===== config.mk =====
export PLATFORM = sky130hd
export DESIGN_NAME = particle_code_three_charge
export DESIGN_NICKNAME = d
export VERILOG_FILES = /design/src/pctc_pkg.sv /design/src/particle_code_three_charge.sv
export SDC_FILE = /design/constraint.sdc
export NUM_CORES = 1
export LEC_CHECK = 0
export ABC_AREA = 1
export BUFFER_PORTS_ARGS = -buffer_cell sky130_fd_sc_hd__buf_2
export CORE_MARGIN = 8
export CORE_UTILIZATION = 50
export CTS_CLUSTER_DIAMETER = 120
export DETAILED_ROUTE_END_ITERATION = 8
export PLACE_DENSITY_LB_ADDON = 0.25
export SLEW_MARGIN = 15
export SYNTH_ARGS = -nofsm -noshare
export SYNTH_HDL_FRONTEND = slang
export SYNTH_SLANG_ARGS = --single-unit

===== constraint.sdc =====
create_clock -name i_clk -period 6.4 [get_ports i_clk]
set_input_delay 1.28 -clock i_clk [delete_from_list [all_inputs] [get_ports i_clk]]
set_output_delay 1.28 -clock i_clk [all_outputs]
set_load 0.01 [all_outputs]

===== src/pctc_pkg.sv =====
`timescale 1ns / 1ps
package pctc_pkg;

    localparam logic [31:0] MagLimit = 32'd10000000;
    localparam logic [31:0] Ovr0A = 32'd1000017;
    localparam logic [31:0] Ovr0B = 32'd1000018;
    localparam logic [31:0] Ovr0C = 32'd1000034;
    localparam logic [31:0] Ovr0D = 32'd1000052;
    localparam logic [31:0] Ovr0E = 32'd1000053;
    localparam logic [31:0] Ovr0F = 32'd1000054;
    localparam logic [31:0] Ovr6A = 32'd5100061;
    localparam logic [31:0] Ovr6B = 32'd5100062;
    localparam logic [31:0] FidMax = 32'd102;
    localparam logic [6:0] FidTop = 7'd100;

    // reciprocals: floor(x / d) = (x * Recip) >> Shift over the used range
    localparam logic [23:0] Recip10k = 24'd13743896;
    localparam int Shift10k = 37;
    localparam logic [13:0] Recip10 = 14'd13108;
    localparam int Shift10 = 17;
    localparam logic [13:0] Recip100 = 14'd10486;
    localparam int Shift100 = 20;
    localparam logic [14:0] Recip1000 = 15'd16778;
    localparam int Shift1000 = 24;

    typedef struct packed {
        logic       neg;
        logic       kill;
        logic       ovr0;
        logic       ovr6;
        logic       lowmag;
        logic [6:0] lo7;
    } t_ctl;

    // charge table, entry n holds three times the charge of id n; 0 reads 0
    function automatic logic signed [3:0] charge_lut(input logic [6:0] id);
        logic signed [3:0] c;
        case (id)
            7'd1, 7'd3, 7'd5, 7'd7, 7'd42:  c = -4'sd1;
            7'd2, 7'd4, 7'd6, 7'd8:         c = 4'sd2;
            7'd11, 7'd13, 7'd15, 7'd17:     c = -4'sd3;
            7'd24, 7'd34, 7'd37, 7'd53:     c = 4'sd3;
            7'd52, 7'd54:                   c = 4'sd6;
            default:                        c = 4'sd0;
        endcase
        return c;
    endfunction

endpackage


===== src/particle_code_three_charge.sv =====
`timescale 1ns / 1ps
// a start transfer passes through registers r1 to r5; o_strobe is r5_v
// throughput: one code per cycle, busy never rises; five register stages
// (magnitude, divide by 10000, remainder, digit split, charge lookup)
// reset: synchronous active-low i_rst_n clears all stage valid bits
// the receiver cannot stall, so nothing is ever held back
module particle_code_three_charge import pctc_pkg::*; (
    input  logic               i_clk,
    input  logic               i_rst_n,
    input  logic               start,
    output logic               busy,
    input  logic signed [31:0] i_particle_code,
    output logic               o_strobe,
    output logic signed [3:0]  o_three_charge
);

    logic        r1_v, r2_v, r3_v, r4_v, r5_v;
    logic        r1_neg;
    logic [31:0] r1_mag;
    t_ctl        r2_ctl, r3_ctl, r4_ctl;
    logic [23:0] r2_m;
    logic [10:0] r2_q;
    logic [13:0] r3_rem;
    logic [3:0]  r4_dj, r4_q3, r4_q2, r4_q1;
    logic signed [3:0] r5_charge;

    logic        n_accept;
    logic [31:0] n_mag;
    t_ctl        n_ctl;
    logic [47:0] n_prod;
    logic [24:0] n_sub;
    logic [27:0] n_p10, n_p100;
    logic [28:0] n_p1000;
    logic [9:0]  n_t;
    logic [6:0]  n_h;
    logic [3:0]  n_k;
    logic [6:0]  n_fid;
    logic        n_hit;
    logic signed [3:0] n_c, n_charge;

    assign busy     = 1'b0;
    assign n_accept = start && !busy;

    always_ff @(posedge i_clk) begin
        if (!i_rst_n) begin
            r1_v <= 1'b0;
            r2_v <= 1'b0;
            r3_v <= 1'b0;
            r4_v <= 1'b0;
            r5_v <= 1'b0;
        end else begin
            r1_v <= n_accept;
            r2_v <= r1_v;
            r3_v <= r2_v;
            r4_v <= r3_v;
            r5_v <= r4_v;
        end
    end

    // stage 1: magnitude and sign
    assign n_mag = i_particle_code[31] ? (~i_particle_code + 32'd1) : i_particle_code;

    always_ff @(posedge i_clk) begin
        r1_neg <= i_particle_code[31];
        r1_mag <= n_mag;
    end

    // stage 2: range checks, listed codes, quotient by 10000
    always_comb begin
        n_ctl.neg    = r1_neg;
        n_ctl.kill   = (r1_mag == 32'd0) || (r1_mag >= MagLimit);
        n_ctl.ovr0   = (r1_mag == Ovr0A) || (r1_mag == Ovr0B) || (r1_mag == Ovr0C) ||
                       (r1_mag == Ovr0D) || (r1_mag == Ovr0E) || (r1_mag == Ovr0F);
        n_ctl.ovr6   = (r1_mag == Ovr6A) || (r1_mag == Ovr6B);
        n_ctl.lowmag = (r1_mag <= FidMax);
        n_ctl.lo7    = r1_mag[6:0];
        n_prod       = 48'(r1_mag[23:0]) * 48'(Recip10k);
    end

    always_ff @(posedge i_clk) begin
        r2_ctl <= n_ctl;
        r2_m   <= r1_mag[23:0];
        r2_q   <= n_prod[Shift10k +: 11];
    end

    // stage 3: last four digits
    assign n_sub = 25'(r2_m) - 25'(r2_q) * 25'd10000;

    always_ff @(posedge i_clk) begin
        r3_ctl <= r2_ctl;
        r3_rem <= n_sub[13:0];
    end

    // stage 4: decimal digit split
    always_comb begin
        n_p10   = 28'(r3_rem) * 28'(Recip10);
        n_p100  = 28'(r3_rem) * 28'(Recip100);
        n_p1000 = 29'(r3_rem) * 29'(Recip1000);
        n_t     = n_p10[Shift10 +: 10];
        n_h     = n_p100[Shift100 +: 7];
        n_k     = n_p1000[Shift1000 +: 4];
    end

    always_ff @(posedge i_clk) begin
        r4_ctl <= r3_ctl;
        r4_dj  <= 4'(r3_rem - 14'(n_t) * 14'd10);
        r4_q3  <= 4'(n_t - 10'(n_h) * 10'd10);
        r4_q2  <= 4'(n_h - 7'(n_k) * 7'd10);
        r4_q1  <= n_k;
    end

    // stage 5: charge from the table or from the quark digits
    always_comb begin
        if (r4_q2 == 4'd0 && r4_q1 == 4'd0) begin
            n_fid = 7'(r4_q3) * 7'd10 + 7'(r4_dj);
        end else if (r4_ctl.lowmag) begin
            n_fid = r4_ctl.lo7;
        end else begin
            n_fid = 7'd0;
        end
        n_hit = (n_fid != 7'd0) && (n_fid <= FidTop);

        if (n_hit) begin
            if (r4_ctl.ovr0) begin
                n_c = 4'sd0;
            end else if (r4_ctl.ovr6) begin
                n_c = 4'sd6;
            end else begin
                n_c = charge_lut(n_fid);
            end
        end else if (r4_dj == 4'd0) begin
            n_c = 4'sd0;
        end else if (r4_q1 == 4'd0) begin
            if (r4_q2 == 4'd3 || r4_q2 == 4'd5) begin
                n_c = charge_lut(7'(r4_q3)) - charge_lut(7'(r4_q2));
            end else begin
                n_c = charge_lut(7'(r4_q2)) - charge_lut(7'(r4_q3));
            end
        end else if (r4_q3 == 4'd0) begin
            n_c = charge_lut(7'(r4_q2)) + charge_lut(7'(r4_q1));
        end else begin
            n_c = charge_lut(7'(r4_q3)) + charge_lut(7'(r4_q2)) + charge_lut(7'(r4_q1));
        end

        if (r4_ctl.kill) begin
            n_charge = 4'sd0;
        end else if (r4_ctl.neg) begin
            n_charge = -n_c;
        end else begin
            n_charge = n_c;
        end
    end

    always_ff @(posedge i_clk) begin
        r5_charge <= n_charge;
    end

    assign o_strobe       = r5_v;
    assign o_three_charge = r5_charge;

endmodule


### After elaboration in Yosys (flattened, before gate mapping)

Memory sizes are Yosys's and may differ from the RTL's. A register that Yosys moved wholly into a read port is not among the register bits.
Cells that the tools add are included.

| cells by class | value |
|---|---|
| $add $sub $neg | 12 |
| multiply operators | 9 |
| divide/modulo/power cells | 0 |
| $lt $le $gt $ge | 3 |
| equal/unequal tests | 10 |
| shifts and indexed selects | 0 |
| multiplexer cells | 48 |
| bitwise logic cells | 1 |
| reduce and logical (&&, ||, !) cells | 16 |

Operators with widths:

| kind | number |
|---|---|
| $eq 32x20->1 const B | 6 |
| $mux 4 | 45 |
| $eq 32x23->1 const B | 2 |
| $mul 24x21->45 const B | 1 |
| $add 32x1->32 const B | 1 |
| $ge 32x24->1 const B | 1 |
| $le 32x7->1 const B | 1 |
| $logic_not 32->1 | 1 |
| $not 32->32 | 1 |
| $mux 31 | 1 |
| $mul 14x14->27 const B | 1 |
| $mul 14x13->26 const B | 1 |
| $mul 14x12->25 const B | 1 |
| $sub 4x4->4 | 5 |
| $logic_not 4->1 | 4 |
| $mux 7 | 2 |
| $sub 14x14->14 | 1 |
| $add 4x4->4 | 3 |
| $mul 11x10->10 const B | 1 |
| $mul 10x3->3 const B | 1 |
| $logic_or 1x1->1 | 8 |
| $add 7x4->7 | 1 |
| $le 7x7->1 const B | 1 |
| $mul 7x3->3 const B | 1 |
| other kinds (7) | 8 |

| storage, ports and cells | value |
|---|---|
| bits in registers | 133 |
| bits in latches | 0 |
| bits in writable memories | 0 |
| bits in read-only memories | 832 |
| input bits | 35 |
| output and inout port bits | 6 |
| logic and storage cells | 143 |
| memories | 10 |

Memory list:

| name | depth | bits a word | read ports | clocked after memory_dff | wr ports | line | RTL |
|---|---|---|---|---|---|---|---|
| (name not given) | 64 | 4 | 1 | 0 | 0 | pctc_pkg.sv:38 | `case (id)` |
| (name not given) | 16 | 4 | 1 | 1 | 0 | pctc_pkg.sv:38 |  |
| (name not given) | 16 | 4 | 1 | 1 | 0 | pctc_pkg.sv:38 |  |
| (name not given) | 16 | 4 | 1 | 1 | 0 | pctc_pkg.sv:38 |  |
| (name not given) | 16 | 4 | 1 | 1 | 0 | pctc_pkg.sv:38 |  |
| (name not given) | 16 | 4 | 1 | 1 | 0 | pctc_pkg.sv:38 |  |
| 4 more memories | - | - | - | - | - | - |  |

### Logic depth before layout (Yosys ltp)

| logic depth | value |
|---|---|
| word-level depth | 14 |
| mapped depth | 31 |
| mapped depth without buffers | 31 |

### Worst setup path before layout

Ideal clock, no wire load.

| timing | value |
|---|---|
| kind | register to register |
| start | register r1_mag[3] |
| end | register r2_q[8] |
| setup time | 0.138 ns |
| arrival | 5.401 ns |
| data required time | 6.262 ns |
| path slack | 0.861 ns |
| cell stages (with the launch flop) | 24 |
| path buffers | 0 |
| period minus slack after synthesis | 5.539 ns |
| cells stage by stage | dfxtp_1 inv_1 ha_1 xor2_1 ha_1 inv_1 fa_1 inv_1 fa_1 fa_1 fa_1 inv_1 fa_1 inv_1 ha_1 a21oi_1 o21ai_0 nand2_1 a21oi_1 a211oi_1 nand3_1 nand2_1 o311ai_0 xor2_1 |

| on the way | value |
|---|---|
| longest elaborated chain between the ends | 1 |

Ends and longest elaborated chain:

| item | line | RTL |
|---|---|---|
| start, declared | particle_code_three_charge.sv:19 | `logic [31:0] r1_mag;` |
| start signal, assigned | particle_code_three_charge.sv:65 | `r1_mag <= n_mag;` |
| $mul 24x21->45 | particle_code_three_charge.sv:77 | `n_prod = 48'(r1_mag[23:0]) * 48'(Recip10k);` |
| named net n_prod[45] | particle_code_three_charge.sv:30 | `logic [47:0] n_prod;` |
| end signal, assigned | particle_code_three_charge.sv:83 | `r2_q <= n_prod[Shift10k +: 11];` |
| end, declared | particle_code_three_charge.sv:22 | `logic [10:0] r2_q;` |

The timed path passes the listed nets, and every way through them passes these cells.
A chain may end at the register's enable or synchronous reset.

### Worst setup path after layout

| timing | value |
|---|---|
| start | register r1_mag[13] |
| end | register r2_q[8] |

The elaborated chain is that of the path after synthesis.

==> impl_metrics.csv <==
group,metric,value,unit
place,hpwl,54300,um
worst_setup_path,cp_max_fo,6,
floorplan,fp.coreArea,46200,um2
worst_setup_path,r2r_cells,22,
floorplan,rows,79,
hold_path,holdPathEnd,"r4_ctl[11]",
detailed_routing,drt_first_pass_iters,5,
synth,ys_seq_area_share,10.9,%
grt,grt_pass1_wl,97800,um
worst_setup_path,r2r_setup_slack,0.31,ns
clock_network,cts_made_buffers,17,
synth,synth-main-ff-cell,"dfxtp_1",
synth,synth.area.top_cells,"fa_1 (29%), ha_1 (26%), inv_1 (12%)",
synth,synth.area.mux_share,0,%
synth,netlist.area_leader.share,28.6,%
sta,skew,0.0140,ns
sta,setup_violations,0,
sta,slew_viol_final,0,
place,place_congestion,0.966,
detailed_routing,routed-via-count,17300,
synth,synth-edff-count,0,
worst_setup_path,cp.arrival,6.39,ns
hold_path,min_from,"r3_ctl[11]",
detailed_routing,drc,0,
sta,fin_setup_tns,0,ns
grt,grt_overflow,0,
job,maxCapViolations,0,
sta,period_needed,6.09,ns
detailed_routing,wl_per_cell,17.8,um
synth,async_flop_share,0,%
synth,synth_area_leader_cell,"fa_1",
synth,syn-num-nets,3528,
floorplan,die_h,231,um
hold_path,timing.hold.worst.class,"reg2reg",
cells_and_area,drive_gt1_share,5.36,%
sta,grt_setup_unrepaired,"false",
clock_network,cts_buffer_depth,2,
worst_setup_path,path_class,"reg2reg",
detailed_routing,vias_per_cell,5.10,
sta,worst_slew_pin_slew,0.855,ns
cells_and_area,area_delta_synth_final,8.02,%
clock_network,cts_hold_buf,0,
floorplan,io_pins,41,
synth,synth_fa_ha_area_share,54.8,%
synth,synth_top_family_by_area,"adder cells",
synth,synth_cells,2675,
synth,syn_area,23200,um2
hold_path,hold_path_depth,0,
worst_setup_path,r2r-start,"r1_mag[13]",
grt,grt_pass1_vias,18300,
clock_network,postCtsSetupRepairBufs,0,
grt,grtUsageTotal,23.3,%
clock_network,clock_sinks,126,
clock_network,clkLatencyLatePin,0.45,ns
synth,synth-xor-area-share,3.85,%
clock_network,cts_tree,"built",
synth,synth-seq-cells,126,
synth,synth_compound_area_share,6.78,%
worst_setup_path,r2r-end,"r2_q[8]",
floorplan,fp.dieW,231,um
sta,finalHoldViolCount,0,
cells_and_area,layout.nets,3618,
detailed_routing,finalWirelength,60300,um
clock_network,clkTransAtPathRegs,0.07,ns
grt,antenna_found_initial,1,
detailed_routing,drtAntennaViolNets,0,
worst_setup_path,start_kind,"flop",
clock_network,clock-root-buffer,"clkbuf_16",
synth,yosys.area_share.simple,10.9,%
synth,synth.distinct_cells,53,
worst_setup_path,endpoint_kind,"flop",
detailed_routing,first_iter_violations,1002,
place,io_buffers,39,
clock_network,ctsResizeCount,0,
cells_and_area,antennaDiodeCount,0,
outcome,status,"finished clean",
grt,grt_max_degree,20,
sta,fmax,0.164,GHz
synth,post_synth.cell_area_avg,8.67,um2
clock_network,cts_max_level,4,
sta,fin_crit_sh,95.1,%
worst_setup_path,critPathRequiredTime,6.71,ns
synth,ys_warn_count,0,
floorplan,start_util,50.2,%
floorplan,die_area,53500,um2
sta,slew_headroom,42.3,%
[layer usage]
metal  vias to the layer above  routed length [um]  GRT usage [%]
met5                         -                   0              0
met4                         0                1940           7.11
met3                        82                2070           2.26
met2                       379               29700           40.8
met1                      8384               26500           30.1
li1                       8419                   -              -
[metrics by stage]
step                instances  util (%)  hold WS (ns)  worst slack [ns]  instance area [um2]
floorplan                2675         -         0.310             0.861                23200
global placement         3353      52.8         0.311             0.377                24400
detailed placement       3353      52.8         0.312             0.324                24400
CTS                      3385      54.2         0.326             0.269                25000
global route             3385      54.3         0.329            0.0228                25100
finish                   3385      54.3         0.326             0.315                25100
[cell families (layout without fill, tap and decap cells)]
group	after synthesis	count (layout)
and+or+nand+nor	576	576
other	1	1
AOI/OAI and AO/OA	273	273
DFF	126	126
buffers and inverters	779	882
xor gates and xnor gates	102	102
adders and majority gates	818	818
[worst max-delay path, stage by stage (launching register included)]
cell	delay, ns
dfxtp_1	0.45
inv_1	0.15
ha_1	0.45
fa_1	0.55
inv_1	0.05
fa_1	0.50
inv_1	0.05
fa_1	0.49
fa_1	0.55
fa_1	0.57
inv_1	0.06
fa_1	0.50
inv_1	0.04
ha_1	0.32
a21oi_1	0.18
o21ai_0	0.13
nand2_1	0.09
a21oi_1	0.07
a211oi_1	0.19
nand3_1	0.17
nand2_1	0.09
o311ai_0	0.14
xor2_1	0.17
[how the worst max path moves through the flow]
| stage | start | to | slack [ns] | cells after the start |
|---|---|---|---|---|
| finish | r1_mag[13] | r2_q[8] | 0.31 | 22 |
| global route | r1_mag[9] | r2_q[7] | 0.02 | 18 |
| CTS | r1_mag[3] | r2_q[8] | 0.27 | 23 |
| detailed placement | r1_mag[2] | r2_q[8] | 0.32 | 24 |
| global placement | r1_mag[2] | r2_q[8] | 0.38 | 24 |
| floorplan | r1_mag[3] | r2_q[8] | 0.86 | 23 |
[layout make-up]
type / instances / area [um2]
Tap cell: 607 / 759
Sequential cell: 126 / 2530
Timing Repair Buffer: 78 / 488
Multi-Input combinational cell: 1770 / 17700
Clock inverter: 13 / 200
Inverter: 772 / 2900
Fill cell: 4303 / 21100
Clock buffer: 19 / 443
[state kept, by name, summed over array words and instances, names as in the netlist, 4 cells and up, named ones only]
signal          count
r4_dj               4
r3_rem             14
r4_ctl             11
r1_mag             32
r2_m               14
r4_q3               4
o_three_charge      4
r4_q2               4
r2_ctl              5
r3_ctl              8
r2_q               10
r4_q1               4
[cell usage after synthesis, types with 5 or more instances]
cell type,n
a21o_1,11
a21oi_1,115
a31oi_1,8
dfxtp_1,126
fa_1,331
ha_1,487
inv_1,770
nand2_1,269
nand2_2,8
nand3_1,63
nand3b_1,5
nand4_1,25
nor2_1,146
nor3_1,27
nor4_1,10
o211ai_1,6
o21a_1,10
o21ai_0,86
o21bai_1,9
o31ai_1,5
xnor2_1,37
xor2_1,65
[layout by cell type, fill, tap and decap left out, drive strengths merged, types with 6 or more instances in the layout]
cell,Yosys,layout
a21o,11,11
a21oi,118,118
a31oi,8,8
buf,3,78
clkbuf,4,19
dfxtp,126,126
fa,331,331
ha,487,487
inv,772,776
nand2,280,280
nand3,66,66
nand4,25,25
nor2,152,152
nor3,30,30
nor4,10,10
o211ai,6,6
o21a,10,10
o21ai,88,88
o21bai,9,9
xnor2,37,37
xor2,65,65
Power is not shown: default switching activity piles up to over one toggle a cycle in this logic, so the estimate is an artifact.
